$ cat src/rtl/u2j_pkg.sv
package u2j_pkg;

  // One input beat: a source byte and the end-of-string mark.
  typedef struct packed {
    logic [7:0] in_byte;
    logic       is_final;
  } u2j_byte_t;

  // One result beat: an escaped ASCII character and the end-of-run mark.
  typedef struct packed {
    logic [6:0] out_char;
    logic       last_of_run;
  } u2j_char_t;

  // How a finished code point is written out.
  typedef enum logic [1:0] {
    JOB_RAW,    // one character as it is
    JOB_SHORT,  // backslash and a letter
    JOB_UNI,    // one \uXXXX escape
    JOB_PAIR    // two \uXXXX escapes, high then low surrogate
  } u2j_kind_t;

  // A classified code point as it waits for the back end.
  typedef struct packed {
    u2j_kind_t   kind;
    logic [6:0]  ch;       // raw character or short escape letter
    logic [15:0] unit_hi;  // first (or only) UTF-16 unit
    logic [15:0] unit_lo;  // low surrogate
  } u2j_job_t;

  localparam logic [6:0] CH_BSLASH = 7'h5C;
  localparam logic [6:0] CH_U      = 7'h75;

  // Letter of the two-character escape, or zero when the point has none.
  function automatic logic [6:0] short_letter(input logic [20:0] cp);
    logic [6:0] r;
    r = 7'h00;
    case (cp)
      21'h08:  r = 7'h62;  // b
      21'h0C:  r = 7'h66;  // f
      21'h0A:  r = 7'h6E;  // n
      21'h0D:  r = 7'h72;  // r
      21'h09:  r = 7'h74;  // t
      21'h22:  r = 7'h22;  // quote
      21'h5C:  r = 7'h5C;  // backslash
      default: r = 7'h00;
    endcase
    return r;
  endfunction

  // Upper-case hex digit.
  function automatic logic [6:0] hex_char(input logic [3:0] nib);
    logic [6:0] r;
    if (nib < 4'd10) begin
      r = 7'h30 + {3'b000, nib};
    end else begin
      r = 7'h37 + {3'b000, nib};
    end
    return r;
  endfunction

endpackage

$ cat src/rtl/u2j_front.sv
module u2j_front (
  input  logic               clk,
  input  logic               rst,
  input  logic               push,
  output logic               full,
  input  u2j_pkg::u2j_byte_t byte_item,
  input  logic               job_full,
  output logic               job_push,
  output u2j_pkg::u2j_job_t  job
);
  import u2j_pkg::*;

  logic [1:0]  bytes_pending;
  logic [20:0] code_accum;
  logic [1:0]  bytes_pending_next;
  logic [20:0] code_accum_next;

  logic        accept;
  logic        drop;
  logic        emit;
  logic [1:0]  pend_new;
  logic [20:0] cp;
  logic [20:0] cp_off;
  logic [6:0]  letter;
  logic [7:0]  b;

  assign full   = job_full;
  assign accept = push && !job_full;
  assign b      = byte_item.in_byte;

  // Decode the lead byte or fold in a continuation byte.
  always_comb begin
    drop     = 1'b0;
    pend_new = 2'd0;
    cp       = 21'd0;
    if (bytes_pending != 2'd0) begin
      cp       = {code_accum[14:0], b[5:0]};
      pend_new = bytes_pending - 2'd1;
    end else if (!b[7]) begin
      cp = {13'd0, b};
    end else if (!b[6]) begin
      cp = {14'd0, b[6:0]};
    end else if (!b[5]) begin
      cp       = {16'd0, b[4:0]};
      pend_new = 2'd1;
    end else if (!b[4]) begin
      cp       = {17'd0, b[3:0]};
      pend_new = 2'd2;
    end else if (!b[3]) begin
      cp       = {18'd0, b[2:0]};
      pend_new = 2'd3;
    end else begin
      drop = 1'b1;
    end
  end

  // The point is complete when nothing more is expected or the string ends.
  assign emit     = !drop && ((pend_new == 2'd0) || byte_item.is_final);
  assign job_push = accept && emit;

  always_comb begin
    bytes_pending_next = bytes_pending;
    code_accum_next    = code_accum;
    if (accept && !drop) begin
      if (emit) begin
        bytes_pending_next = 2'd0;
        code_accum_next    = 21'd0;
      end else begin
        bytes_pending_next = pend_new;
        code_accum_next    = cp;
      end
    end
  end

  always_ff @(posedge clk) begin
    if (rst) begin
      bytes_pending <= 2'd0;
      code_accum    <= 21'd0;
    end else begin
      bytes_pending <= bytes_pending_next;
      code_accum    <= code_accum_next;
    end
  end

  // Classify the finished point for the back end.
  assign letter = short_letter(cp);
  assign cp_off = cp - 21'h10000;

  always_comb begin
    job.ch      = cp[6:0];
    job.unit_hi = cp[15:0];
    job.unit_lo = {6'b110111, cp[9:0]};
    if (letter != 7'h00) begin
      job.kind = JOB_SHORT;
      job.ch   = letter;
    end else if (cp < 21'h80) begin
      job.kind = JOB_RAW;
    end else if (cp[20:16] == 5'd0) begin
      job.kind = JOB_UNI;
    end else begin
      job.kind    = JOB_PAIR;
      job.unit_hi = 16'hD800 + {5'd0, cp_off[20:10]};
    end
  end

endmodule

$ cat src/rtl/u2j_queue.sv
module u2j_queue #(
  parameter int DEPTH = 4
) (
  input  logic              clk,
  input  logic              rst,
  input  logic              wr_en,
  input  u2j_pkg::u2j_job_t wr_job,
  output logic              q_full,
  input  logic              rd_en,
  output u2j_pkg::u2j_job_t rd_job,
  output logic              q_empty
);
  import u2j_pkg::*;

  localparam int PW = (DEPTH > 1) ? $clog2(DEPTH) : 1;
  localparam int CW = $clog2(DEPTH + 1);

  u2j_job_t        slots [DEPTH];
  logic [PW-1:0]   wr_ptr;
  logic [PW-1:0]   rd_ptr;
  logic [CW-1:0]   count;

  assign q_full  = (count == CW'(DEPTH));
  assign q_empty = (count == '0);
  assign rd_job  = slots[rd_ptr];

  // Storage is written only; no reset needed.
  always_ff @(posedge clk) begin
    if (wr_en) begin
      slots[wr_ptr] <= wr_job;
    end
  end

  // Pointers and occupancy.
  always_ff @(posedge clk) begin
    if (rst) begin
      wr_ptr <= '0;
      rd_ptr <= '0;
      count  <= '0;
    end else begin
      if (wr_en) begin
        wr_ptr <= (wr_ptr == PW'(DEPTH - 1)) ? '0 : wr_ptr + PW'(1);
      end
      if (rd_en) begin
        rd_ptr <= (rd_ptr == PW'(DEPTH - 1)) ? '0 : rd_ptr + PW'(1);
      end
      if (wr_en && !rd_en) begin
        count <= count + CW'(1);
      end else if (rd_en && !wr_en) begin
        count <= count - CW'(1);
      end
    end
  end

endmodule

$ cat src/rtl/u2j_back.sv
module u2j_back (
  input  logic               clk,
  input  logic               rst,
  input  u2j_pkg::u2j_job_t  job,
  input  logic               job_empty,
  output logic               job_pop,
  output logic               empty,
  input  logic               pop,
  output u2j_pkg::u2j_char_t char_item
);
  import u2j_pkg::*;

  logic [3:0]  idx;
  logic [3:0]  idx_next;
  logic        out_valid;
  logic        out_valid_next;
  u2j_char_t   out_reg;
  u2j_char_t   out_reg_next;

  logic        advance;
  logic [3:0]  len_m1;
  logic        at_last;
  logic        sel_lo;
  logic [3:0]  pos;
  logic [15:0] unit;
  logic [6:0]  ch;

  assign empty     = !out_valid;
  assign char_item = out_reg;

  // Step to the next character when one is queued and the output slot frees.
  assign advance = !job_empty && (!out_valid || pop);

  always_comb begin
    case (job.kind)
      JOB_RAW:   len_m1 = 4'd0;
      JOB_SHORT: len_m1 = 4'd1;
      JOB_UNI:   len_m1 = 4'd5;
      JOB_PAIR:  len_m1 = 4'd11;
      default:   len_m1 = 4'd0;
    endcase
  end

  assign at_last = (idx == len_m1);
  assign job_pop = advance && at_last;

  // Pick the character at the current place in the run.
  assign sel_lo = (idx >= 4'd6);
  assign pos    = sel_lo ? idx - 4'd6 : idx;
  assign unit   = sel_lo ? job.unit_lo : job.unit_hi;

  always_comb begin
    ch = CH_BSLASH;
    case (job.kind)
      JOB_RAW: begin
        ch = job.ch;
      end
      JOB_SHORT: begin
        ch = (idx == 4'd0) ? CH_BSLASH : job.ch;
      end
      default: begin
        case (pos)
          4'd0:    ch = CH_BSLASH;
          4'd1:    ch = CH_U;
          4'd2:    ch = hex_char(unit[15:12]);
          4'd3:    ch = hex_char(unit[11:8]);
          4'd4:    ch = hex_char(unit[7:4]);
          default: ch = hex_char(unit[3:0]);
        endcase
      end
    endcase
  end

  always_comb begin
    idx_next       = idx;
    out_valid_next = out_valid;
    out_reg_next   = out_reg;
    if (advance) begin
      out_valid_next           = 1'b1;
      out_reg_next.out_char    = ch;
      out_reg_next.last_of_run = at_last;
      idx_next                 = at_last ? 4'd0 : idx + 4'd1;
    end else if (pop) begin
      out_valid_next = 1'b0;
    end
  end

  always_ff @(posedge clk) begin
    if (rst) begin
      idx       <= 4'd0;
      out_valid <= 1'b0;
    end else begin
      idx       <= idx_next;
      out_valid <= out_valid_next;
    end
  end

  // Result beat register; the payload needs no reset.
  always_ff @(posedge clk) begin
    out_reg <= out_reg_next;
  end

endmodule

$ cat src/rtl/utf8_to_json_string_escaper.sv
// UTF-8 to JSON string escaper. Source bytes enter one beat at a time and
// leave as the ASCII characters of the JSON-escaped text, one character per
// result beat, with last_of_run set on the final character a byte causes.
// The front end gathers a code point and classifies it in the cycle the byte
// is accepted; bytes that end no point cause no result. Each finished point
// waits in a QUEUE_DEPTH-entry job queue, and the back end writes it out at
// one character per cycle while the receiver pops: one character for plain
// ASCII, two for a short escape, six for \uXXXX and twelve for a surrogate
// pair. Throughput is therefore one byte per cycle while the characters
// produced keep pace with the bytes consumed, and otherwise it is set by the
// back end's one-character-per-cycle output; full rises when the job queue
// holds QUEUE_DEPTH points. A byte's job goes into the queue, and the output
// register then takes its first character and drives the result ports.
module utf8_to_json_string_escaper #(
  parameter int QUEUE_DEPTH = 4
) (
  input  logic               clk,
  input  logic               rst,
  input  logic               push,
  output logic               full,
  input  u2j_pkg::u2j_byte_t byte_item,
  output logic               empty,
  input  logic               pop,
  output u2j_pkg::u2j_char_t char_item
);
  import u2j_pkg::*;

  u2j_job_t job_in;
  u2j_job_t job_out;
  logic     job_push;
  logic     job_pop;
  logic     job_full;
  logic     job_empty;

  // Decode and classify.
  u2j_front u_front (
    .clk       (clk),
    .rst       (rst),
    .push      (push),
    .full      (full),
    .byte_item (byte_item),
    .job_full  (job_full),
    .job_push  (job_push),
    .job       (job_in)
  );

  // Decoupling queue of classified points.
  u2j_queue #(
    .DEPTH (QUEUE_DEPTH)
  ) u_queue (
    .clk     (clk),
    .rst     (rst),
    .wr_en   (job_push),
    .wr_job  (job_in),
    .q_full  (job_full),
    .rd_en   (job_pop),
    .rd_job  (job_out),
    .q_empty (job_empty)
  );

  // Character sequencer and output register.
  u2j_back u_back (
    .clk       (clk),
    .rst       (rst),
    .job       (job_out),
    .job_empty (job_empty),
    .job_pop   (job_pop),
    .empty     (empty),
    .pop       (pop),
    .char_item (char_item)
  );

endmodule

$ cat config.mk
export PLATFORM = sky130hd
export DESIGN_NAME = utf8_to_json_string_escaper
export DESIGN_NICKNAME = d
export VERILOG_FILES = /design/src/rtl/u2j_pkg.sv /design/src/rtl/u2j_front.sv /design/src/rtl/u2j_queue.sv /design/src/rtl/u2j_back.sv /design/src/rtl/utf8_to_json_string_escaper.sv
export SDC_FILE = /design/constraint.sdc
export NUM_CORES = 1
export LEC_CHECK = 0
export BUFFER_PORTS_ARGS = -buffer_cell sky130_fd_sc_hd__buf_2
export CELL_PAD_IN_SITES_DETAIL_PLACEMENT = 1
export CELL_PAD_IN_SITES_GLOBAL_PLACEMENT = 2
export CORE_MARGIN = 3
export CORE_UTILIZATION = 38
export DETAILED_ROUTE_END_ITERATION = 8
export PLACE_DENSITY = 0.76
export SYNTH_ARGS = -nofsm -noshare
export SYNTH_HDL_FRONTEND = slang
export SYNTH_SLANG_ARGS = --single-unit
$ cat constraint.sdc
create_clock -name clk -period 7.5 [get_ports clk]
set_input_delay 1.5 -clock clk [delete_from_list [all_inputs] [get_ports clk]]
set_output_delay 1.5 -clock clk [all_outputs]
set_load 0.05 [all_outputs]
# Word level (Yosys, flattened, before mapping)
# Memory sizes are Yosys's and may differ from the RTL's. A register that Yosys moved wholly into a read port is not among the register bits.
# Cells that the tools add are included.
word_totals:
  register_bits: 37
  mem_count: 1
  rom_bits: 0
  wordCells: 126
  in_bits: 13
  output_inout_bits: 10
  latch_bits: 0
  ramBits: 140
classes:
  bitwise: 0
  n_div: 0
  muxes: 49
  shift: 0
  reduce_logical: 26
  order_cmp: 6
  eq_ne: 18
  add_sub_neg: 17
  mul: 0
mem_list:
  columns: ["name", "depth", "width", "rd", "rd_ports_with_merged_regs", "wr", "line_no", "rtl"]
  rows:
  - ["u_queue.slots", 4, 35, 1, 1, 1, "u2j_queue.sv:18", "u2j_job_t slots [DEPTH];"]
ops:
  columns: ["operator", "n"]
  rows:
  - ["21-bit by 4-bit equality test with 1-bit output, second input constant", 5]
  - ["21-bit two-way mux", 5]
  - ["16-bit two-way mux", 4]
  - ["6-bit by 4-bit adder with 7-bit output, first input constant", 8]
  - ["7-bit case mux with 7 select lines", 1]
  - ["7-bit two-way mux", 6]
  - ["7-bit case mux with 5 select lines", 1]
  - ["2-bit two-way mux", 13]
  - ["21-bit by 6-bit equality test with 1-bit output, second input constant", 1]
  - ["21-bit by 7-bit equality test with 1-bit output, second input constant", 1]
  - ["21-bit by 8-bit < comparator with 1-bit output, second input constant", 1]
  - ["21-bit by 17-bit subtractor with 21-bit output, second input constant", 1]
  - ["15-bit by 12-bit adder with 16-bit output, first input constant", 1]
  - ["4-bit < comparator, second input constant", 4]
  - ["4-bit case mux with 4 select lines", 1]
  - ["15-bit two-way mux", 1]
  - ["7-bit case mux with 2 select lines", 1]
  - ["1-bit two-way mux", 11]
  - ["3-bit two-way mux", 3]
  - ["2-bit equality test, second input constant", 4]
  - ["4-bit by 2-bit equality test with 1-bit output, second input constant", 2]
  - ["1-bit logical AND", 8]
  - ["4-bit logical NOT", 2]
  - ["4-bit two-way mux", 2]
  - ["other kinds (19)", 29]

# Longest topological paths before layout
# Gate-level depths: netlist (run 1).
logic_depth:
  word_depth: 14
  depth_mapped: 14
  ltp_nobuf: 12

# By module
# A second synthesis (run 1) with hierarchy kept.
hier_totals:
  hier_cells: 712
  area_unflattened_um2: 9555.4
by_module_without_submodules:
  columns: ["mod", "instances", "seq_area_each_um2", "area_each_um2", "cells_per_inst"]
  rows:
  - ["u2j_queue", 1, 5104.9, 6407.4, 259]
  - ["u2j_back", 1, 340.3, 1767.9, 241]
  - ["u2j_front", 1, 340.3, 1380.1, 212]

# Least setup slack after synthesis (run 1)
# No wires, ideal clock.
synth_path:
  path_type: "input port to flip-flop"
  startpoint: "in byte_item[8] (netlist name)"
  endpoint: "mem u_queue.slots[0][0] (netlist name) (enable)"
  setup_ns: 0.396
  path_slack_ns: 3.566
  stages: 6
  t_required_ns: 7.104
  path_buffers: 2
  t_arrival_ns: 3.538
  path_cell_list: "and4bb_2 -> nand4_1 -> and3_1 -> clkbuf_1 -> clkbuf_1 -> and3_1"
synth_between:
  elab_chain_len: 8
  elab_cells_between_ends: 11
  cone_classes: "mux (6); reduce/logical (5)"
synth_lines:
  columns: ["element", "line_no", "rtl"]
  rows:
  - ["from (decl)", "utf8_to_json_string_escaper.sv:21", "input u2j_pkg::u2j_byte_t byte_item,"]
  - ["2-bit two-way mux", "u2j_front.sv:39", "end else if (!b[7]) begin"]
  - ["2-bit two-way mux", "u2j_front.sv:36", "if (bytes_pending != 2'd0) begin"]
  - ["2-bit logical NOT", "u2j_front.sv:58", "assign emit = !drop && ((pend_new == 2'd0) || byte_item.is_final);"]
  - ["1-bit logical OR", "u2j_front.sv:58", null]
  - ["1-bit logical AND *", "u2j_front.sv:58", null]
  - ["1-bit logical AND *", "u2j_front.sv:59", "assign job_push = accept && emit;"]
  - ["1-bit two-way mux *", "u2j_queue.sv:29", "if (wr_en) begin"]
  - ["1-bit two-way mux (implied by the code) *", "u2j_queue.sv:30", "slots[wr_ptr] <= wr_job;"]
  - ["to (decl)", "u2j_queue.sv:18", null]
# Mark *: on every way between the ends. The rest lies on a longest branch, timed or not.

# Worst setup path after layout (run 1)
layout_path:
  startpoint: "in byte_item[8] (netlist name)"
  endpoint: "reg u_queue.count[2]"
layout_between:
  elab_chain_len: 9
  elab_cells_between_ends: 14
  cone_classes: "mux (5); reduce/logical (9)"
layout_lines:
  columns: ["element", "line_no", "rtl"]
  rows:
  - ["2-bit two-way mux", "u2j_front.sv:39", null]
  - ["2-bit two-way mux", "u2j_front.sv:36", null]
  - ["2-bit logical NOT", "u2j_front.sv:58", null]
  - ["1-bit logical OR", "u2j_front.sv:58", null]
  - ["1-bit logical AND *", "u2j_front.sv:58", null]
  - ["1-bit logical AND *", "u2j_front.sv:59", null]
  - ["via job_push", "utf8_to_json_string_escaper.sv:30", "logic job_push;"]
  - ["1-bit logical NOT", "u2j_queue.sv:49", "end else if (rd_en && !wr_en) begin"]
  - ["1-bit logical AND", "u2j_queue.sv:49", null]
  - ["2-bit nonzero test (no line)", null, null]
  - ["to (signal assigned)", "u2j_queue.sv:48", "count <= count + CW'(1);"]
  - ["to (signal assigned)", "u2j_queue.sv:50", "count <= count - CW'(1);"]
  - ["to (decl)", "u2j_queue.sv:21", "logic [CW-1:0] count;"]
# Mark *: on every way through the listed nets, which the timed path passes. The rest lies on a longest branch.
# A chain may end at the register's enable or synchronous reset.

==> results of run 1 <==
## final cells by class
cell class / instances / area share, %
multi-input cells: 403 / 32.8
flip-flops and latches: 179 / 54.6
inverters: 22 / 0.890
clock inverters: 7 / 0.782
clock buffers: 25 / 5.34
well taps: 275 / 3.71
repair buffers: 30 / 1.83
## worst register-to-register path, stage by stage (launching register included)
cell       delay [ns]
dfxtp_1          0.31
buf_4            0.25
inv_1            0.19
ha_1             0.28
o21ai_1          0.49
nand2_1          0.50
mux2_2           0.39
inv_1            0.05
ha_1             0.20
a21oi_1          0.13
nor3b_1          0.08
a2111oi_1        0.70
o22ai_1          0.16
## through the flow
step / std cells / utilization (%) / total power [uW] / cell area, sq um / hold slack (ns)
floorplan: 634 / - / 1950 / 8340 / 0.440
finish: 941 / 43.6 / 3020 / 9280 / 0.472
detailed placement: 909 / 40.9 / 2180 / 8710 / 0.465
CTS: 941 / 43.6 / 3050 / 9280 / 0.474
global route: 941 / 43.6 / 3180 / 9280 / 0.507
global placement: 909 / 40.9 / 2140 / 8710 / 0.452
## power by group
group          switching, uW  internal (uW)  total (uW)
logic                    574            336         910
clock network            367            495         862
registers               43.7           1200        1250
## state kept, by name, summed over array words and instances (netlist names), 2 cells and up, named ones only
register,cells
u_back.char_item,8
u_back.idx,4
u_front.bytes_pending,2
u_front.code_accum,15
u_queue.count,3
u_queue.rd_ptr,2
u_queue.slots,140
u_queue.wr_ptr,2
## cells in the final DEF, fill, tap and decap left out, types with 5 or more instances in the layout
cell and instances:
nor3_1 7, edfxtp_1 148, mux4_2 35, dfxtp_1 30
ha_1 15, nand3_1 25, nand4_1 7, nand2b_1 6
a31oi_1 7, inv_1 22, or3_1 8, o31ai_1 5
buf_4 8, nor2b_1 7, nor2_1 41, nand2_1 64
nor4_1 5, xnor2_1 5, o21ai_0 21, and3_1 6
o21ai_1 9, mux2i_1 8, clkbuf_16 17, a21oi_1 40
and2_1 11, buf_2 22
## cells by family (layout without fill, tap and decap cells)
group           Yosys count  after routing
fa+ha+maj                16             16
mux                      47             47
compound gates          125            125
simple gates            206            206
flops                   179            179
buf+inv                  52             84
xor+xnor                  9              9
## worst min-delay path by stage
stage                                        from                                  to  slack, ns  cells after the start
2_1_floorplan  u_front.code_accum[3]$_SDFFE_PP0P_  u_front.code_accum[3]$_SDFFE_PP0P_       0.44                      2
3_3_place_gp        u_back.out_valid$_SDFFE_PP0P_       u_back.out_valid$_SDFFE_PP0P_       0.45                      2
3_5_place_dp   u_front.code_accum[8]$_SDFFE_PP0P_  u_front.code_accum[8]$_SDFFE_PP0P_       0.46                      2
4_1_cts        u_front.code_accum[7]$_SDFFE_PP0P_  u_front.code_accum[7]$_SDFFE_PP0P_       0.47                      2
5_1_grt        u_front.code_accum[3]$_SDFFE_PP0P_  u_front.code_accum[3]$_SDFFE_PP0P_       0.51                      2
6_report       u_front.code_accum[8]$_SDFFE_PP0P_  u_front.code_accum[8]$_SDFFE_PP0P_       0.47                      2
## per-layer routing
| metal | vias up | wire (um) | part of all wire (%) | GRT usage, % |
|---|---|---|---|---|
| li1 | 2476 | - | - | - |
| met1 | 2735 | 9290 | 45 | 24.1 |
| met2 | 117 | 10200 | 49 | 29.6 |
| met3 | 33 | 733 | 3.5 | 3.50 |
| met4 | 0 | 500 | 2.4 | 6.64 |
| met5 | - | 0 | 0 | 0 |
==> impl_metrics.env, run 1 <==
export IMPL_status="complete, no violations"
export IMPL_power_leakage_uw=0.00314
export IMPL_ir_worst_vdd_mv=0.151
export IMPL_ios=23
export IMPL_synth_most_common_cell="edfxtp_1"
export IMPL_cts_sinks=179
export IMPL_rsz0062_at_grt="no"
export IMPL_fin_crit_sh_pct=57.9
export IMPL_tns_ns=0
export IMPL_critical_path_class="input pin to register"
export IMPL_slowest_delay_ns=0.68
export IMPL_endpoint="u_queue.count[2]$_SDFFE_PP0P_"
export IMPL_synthTopCellsByCount="148 x edfxtp_1, 64 x nand2_1, 41 x nor2_1"
export IMPL_vias=5361
export IMPL_synth_area_leader_cell="edfxtp_1"
export IMPL_path_delay_family="simple AND/OR/NAND/NOR gates"
export IMPL_seq_area_frac_synth_pct=60.7
export IMPL_setup_ws_ns=3.16
export IMPL_synth_area_sq_um=8340
export IMPL_worst_slew_pin_transition_ns=1.04
export IMPL_rows=53
export IMPL_drt_total_wl_um=20700
export IMPL_startpoint_type="input pin"
export IMPL_multi_input_area_sq_um=3040
export IMPL_dr_pass1_iters=6
export IMPL_synth_xor_area_share_pct=0.945
export IMPL_cts_buffer_depth=2
export IMPL_nets=682
export IMPL_drt_iter0_drc=358
export IMPL_synth_compound_area_share_pct=9.73
export IMPL_die_w_um=154
export IMPL_syn_to_final_growth_pct=11.2
export IMPL_grt_pass1_vias=5816
export IMPL_grt_max_degree=36
export IMPL_num_antenna_cells=0
export IMPL_port_buffers=22
export IMPL_clockRootBuffer="clkbuf_16"
export IMPL_post_cts_setup_buffers=0
export IMPL_critPathMaxFanout=24
export IMPL_htreeDepth=4
export IMPL_clk_insertion_delay_late_ns=0.43
export IMPL_worstPathArrival_ns=4.70
export IMPL_powerDensity_nw_per_um2=325
export IMPL_ctsHoldBuffers=0
export IMPL_cp_depth=11
export IMPL_period_minus_slack_ns=4.34
export IMPL_synth_top_cell_area_share_pct=53.3
export IMPL_final_hold_violation_count=0
export IMPL_synth_cell_types=75
export IMPL_ys_top_cells_by_area="edfxtp_1 53%, mux4_2 9.4%, dfxtp_1 7.4%"
export IMPL_dieArea_sq_um=23800
export IMPL_ctsResizeCount=0
export IMPL_final_seq_area_sq_um=5070
export IMPL_synth_edff_count=148
export IMPL_slew_violations=0
export IMPL_postRouteAntennaNets=0
export IMPL_grt_pass1_wl_um=33100
export IMPL_synth_async_reset_ratio_pct=0
export IMPL_drive_gt1_share_pct=15.6
export IMPL_gp_congestion=0.821
export IMPL_relSlewSlack_pct=30.2
export IMPL_antenna_found_initial=0
export IMPL_hpwlAfterDp_um=14000
export IMPL_cts_tree="done"
export IMPL_path_cells="buf_2 -> and4bb_2 -> nand4_1 -> nand3_1 -> nor2_1 -> ha_1 -> inv_1 -> fa_1 -> xor2_1 -> or3_1 -> a21oi_1"
export IMPL_pre_cts_slack_ns=2.67
export IMPL_synthSimpleGateAreaFrac_pct=12.4
export IMPL_avgSynthCellArea_sq_um=13.2
export IMPL_synthAdderAreaFrac_pct=2.49
export IMPL_max_freq_mhz=230
export IMPL_grtUsageTotal_pct=18.1
export IMPL_syn_inst=634
export IMPL_ys_warn_count=0
export IMPL_setup_viol=0
export IMPL_rr_worst_depth=12
export IMPL_gr_total_overflow=0
export IMPL_nFillCells=2193
export IMPL_cp_slowest_cell="nand3_1"
export IMPL_start_util_pct=39.2
export IMPL_critical_path_startpoint="byte_item[8]"
export IMPL_viasPerCell=5.70
export IMPL_drv_cap=0
export IMPL_rr_endpoint="u_back.char_item[5]$_DFFE_PP_"
export IMPL_core_sq_um=21300
export IMPL_crit_buf_inv=2
export IMPL_synth_ff_type="edfxtp_1"
export IMPL_clkTransAtPathRegs_ns=0.06
export IMPL_worst_setup_path_end_kind="register"
export IMPL_drc=0
export IMPL_cts_buffers=17
export IMPL_r2r_start="u_back.idx[0]$_SDFFE_PP0P_"
export IMPL_r2r_slack_ns=3.51
export IMPL_synth_top_family_by_area="simple AND/OR/NAND/NOR gates"
export IMPL_syn_nets=663
export IMPL_hold_class="register to register"
export IMPL_synthMuxAreaShare_pct=10.9
export IMPL_ys_ff_latch=179
export IMPL_finalClockSkew_ns=0.00957
export IMPL_crit_required_ns=7.86
export IMPL_wl_per_cell_um=22.0
export IMPL_die_h_um=154
No activity file was read; power rests on OpenSTA's default activity.
==> run 2, diff against run 1 <==
--- a/config.mk
+++ b/config.mk
@@ -11,7 +11,7 @@
 export CORE_MARGIN = 3
 export CORE_UTILIZATION = 38
 export DETAILED_ROUTE_END_ITERATION = 8
-export PLACE_DENSITY = 0.76
+export PLACE_DENSITY = 0.79
 export SYNTH_ARGS = -nofsm -noshare
 export SYNTH_HDL_FRONTEND = slang
 export SYNTH_SLANG_ARGS = --single-unit
==> constraint.sdc (replaced) <==
create_clock -name clk -period 3.9 [get_ports clk]
set_input_delay 0.78 -clock clk [delete_from_list [all_inputs] [get_ports clk]]
set_output_delay 0.78 -clock clk [all_outputs]
set_load 0.05 [all_outputs]
==> impl_metrics.env, run 2 (synthesis gave the netlist of run 1 again) <==
export IMPL_relSlewSlack_pct=40.9
export IMPL_setup_ws_ns=0.666
export IMPL_power_leakage_uw=0.00322
export IMPL_nFillCells=2202
export IMPL_viasPerCell=5.64
export IMPL_gp_congestion=0.829
export IMPL_drt_total_wl_um=20900
export IMPL_clockRootBuffer="clkbuf_16"
export IMPL_cts_tree="done"
export IMPL_met2_length_um=10400
export IMPL_critPathMaxFanout=28
export IMPL_start_util_pct=39.2
export IMPL_setup_viol=0
export IMPL_startpoint_type="register"
export IMPL_worst_slew_pin_transition_ns=0.882
export IMPL_worstPathArrival_ns=3.39
export IMPL_highest_layer="met4"
export IMPL_ir_worst_vdd_mv=0.314
export IMPL_clkTransAtPathRegs_ns=0.07
export IMPL_num_antenna_cells=0
export IMPL_cts_buffers=17
export IMPL_pre_cts_slack_ns=0.626
export IMPL_hold_path_depth=2
export IMPL_tns_ns=0
export IMPL_post_cts_setup_buffers=0
export IMPL_final_cell_mix="148 x edfxtp_1, 64 x nand2_1, 41 x nor2_1, 40 x a21oi_1, 35 x mux4_2"
export IMPL_period_minus_slack_ns=3.23
export IMPL_crit_path_frequent_cell="nand2_1"
export IMPL_grt_pass1_wl_um=33500
export IMPL_dieArea_sq_um=23800
export IMPL_slowest_delay_ns=0.66
export IMPL_die_h_um=154
export IMPL_port_buffers=22
export IMPL_drc=0
export IMPL_cts_buffer_depth=2
export IMPL_rr_worst_depth=9
export IMPL_nets=695
export IMPL_routed_wl_met3_um=805
export IMPL_grt_max_degree=36
export IMPL_cp_slowest_cell="a2111oi_1"
export IMPL_gr_total_overflow=0
export IMPL_hpwlAfterDp_um=14600
export IMPL_final_hold_violation_count=0
export IMPL_multi_input_area_sq_um=3040
export IMPL_ctsHoldBuffers=0
export IMPL_crit_buf_inv=1
export IMPL_drt_iter0_drc=352
export IMPL_place_area_sq_um=8800
export IMPL_postRouteAntennaNets=0
export IMPL_syn_to_final_growth_pct=12.5
export IMPL_worst_setup_path_end_kind="register"
export IMPL_ios=23
export IMPL_grtUsageTotal_pct=18.2
export IMPL_drv_cap=0
export IMPL_critical_path_class="register to register"
export IMPL_cp_depth=9
export IMPL_powerDensity_nw_per_um2=622
export IMPL_clk_insertion_delay_late_ns=0.43
export IMPL_wl_per_cell_um=21.9
export IMPL_fin_crit_sh_pct=82.9
export IMPL_grt_pass1_vias=5910
export IMPL_finalClockSkew_ns=0.0145
export IMPL_vias=5380
export IMPL_max_freq_mhz=309
export IMPL_dr_pass1_iters=4
export IMPL_path_delay_family="compound AO/OA/AOI/OAI gates"
export IMPL_ctsResizeCount=0
export IMPL_rows=53
export IMPL_cts_sinks=179
export IMPL_status="complete, no violations"
export IMPL_slew_violations=0
export IMPL_wl_met1_um=9310
export IMPL_antenna_found_initial=0
export IMPL_crit_required_ns=4.05
export IMPL_rsz0062_at_grt="no"
export IMPL_path_cells="buf_4 -> mux4_2 -> nand2_1 -> ha_1 -> nand2b_1 -> nand2_1 -> a31oi_1 -> a2111oi_1 -> o22ai_1"
export IMPL_hold_class="register to register"
export IMPL_max_flop_register="u_queue.slots"
export IMPL_htreeDepth=4
export IMPL_final_seq_area_sq_um=5070
export IMPL_core_sq_um=21300
export IMPL_largest_register_ffs=140
export IMPL_hold_path_startpoint="u_front.code_accum[0]$_SDFFE_PP0P_"
export IMPL_die_w_um=154
export IMPL_layout_commonest_cell="edfxtp_1"
export IMPL_finish_instance_area_sq_um=9390
export IMPL_drive_gt1_share_pct=18.1
-- run 2: final timing paths --
path	endpoint	slack, ns
max	u_back.char_item[5]$_DFFE_PP_	0.67
min	u_front.code_accum[0]$_SDFFE_PP0P_	0.47
max reg2reg	u_back.char_item[5]$_DFFE_PP_	0.67
min reg2reg	u_front.code_accum[0]$_SDFFE_PP0P_	0.47
-- run 2: final cells by class --
type,instances,area share [%]
sequential,179,54.0
multi-input combinational,403,32.4
clock buffer,19,5.06
tap,275,3.67
timing repair buffer,43,2.85
clock inverter,13,1.15
inverter,22,0.880
-- run 2: where the power goes --
| part | leakage, uW | total (uW) | switching [uW] | internal (uW) |
|---|---|---|---|---|
| clock | 0.000294 | 1680 | 766 | 913 |
| combinational | 0.00127 | 1750 | 1090 | 658 |
| sequential | 0.00166 | 2410 | 93.9 | 2310 |
-- run 2: worst register-to-register path, delay by kind of cell, from the launching register on --
| family | cells | cell delay [ns] |
|---|---|---|
| flops | 1 | 0.49 |
| mux | 1 | 0.45 |
| fa+ha+maj | 1 | 0.25 |
| compound gates | 3 | 0.90 |
| simple gates | 3 | 0.33 |
| buf+inv | 1 | 0.54 |
-- run 2: per-layer routing --
layer	vias up	track usage (%)
met5	-	0
met4	0	6.35
met3	20	2.91
met2	104	30.6
met1	2753	24.0
li1	2503	-
-- run 2: through the flow --
stage / hold slack [ns] / instances / utilization (%) / power, uW
6_report: 0.472 / 954 / 44.1 / 5840
5_1_grt: 0.505 / 954 / 44.1 / 6140
4_1_cts: 0.475 / 954 / 44.1 / 5890
3_5_place_dp: 0.465 / 922 / 41.4 / 4200
3_3_place_gp: 0.455 / 922 / 41.4 / 4120
2_1_floorplan: 0.440 / 634 / - / 3750
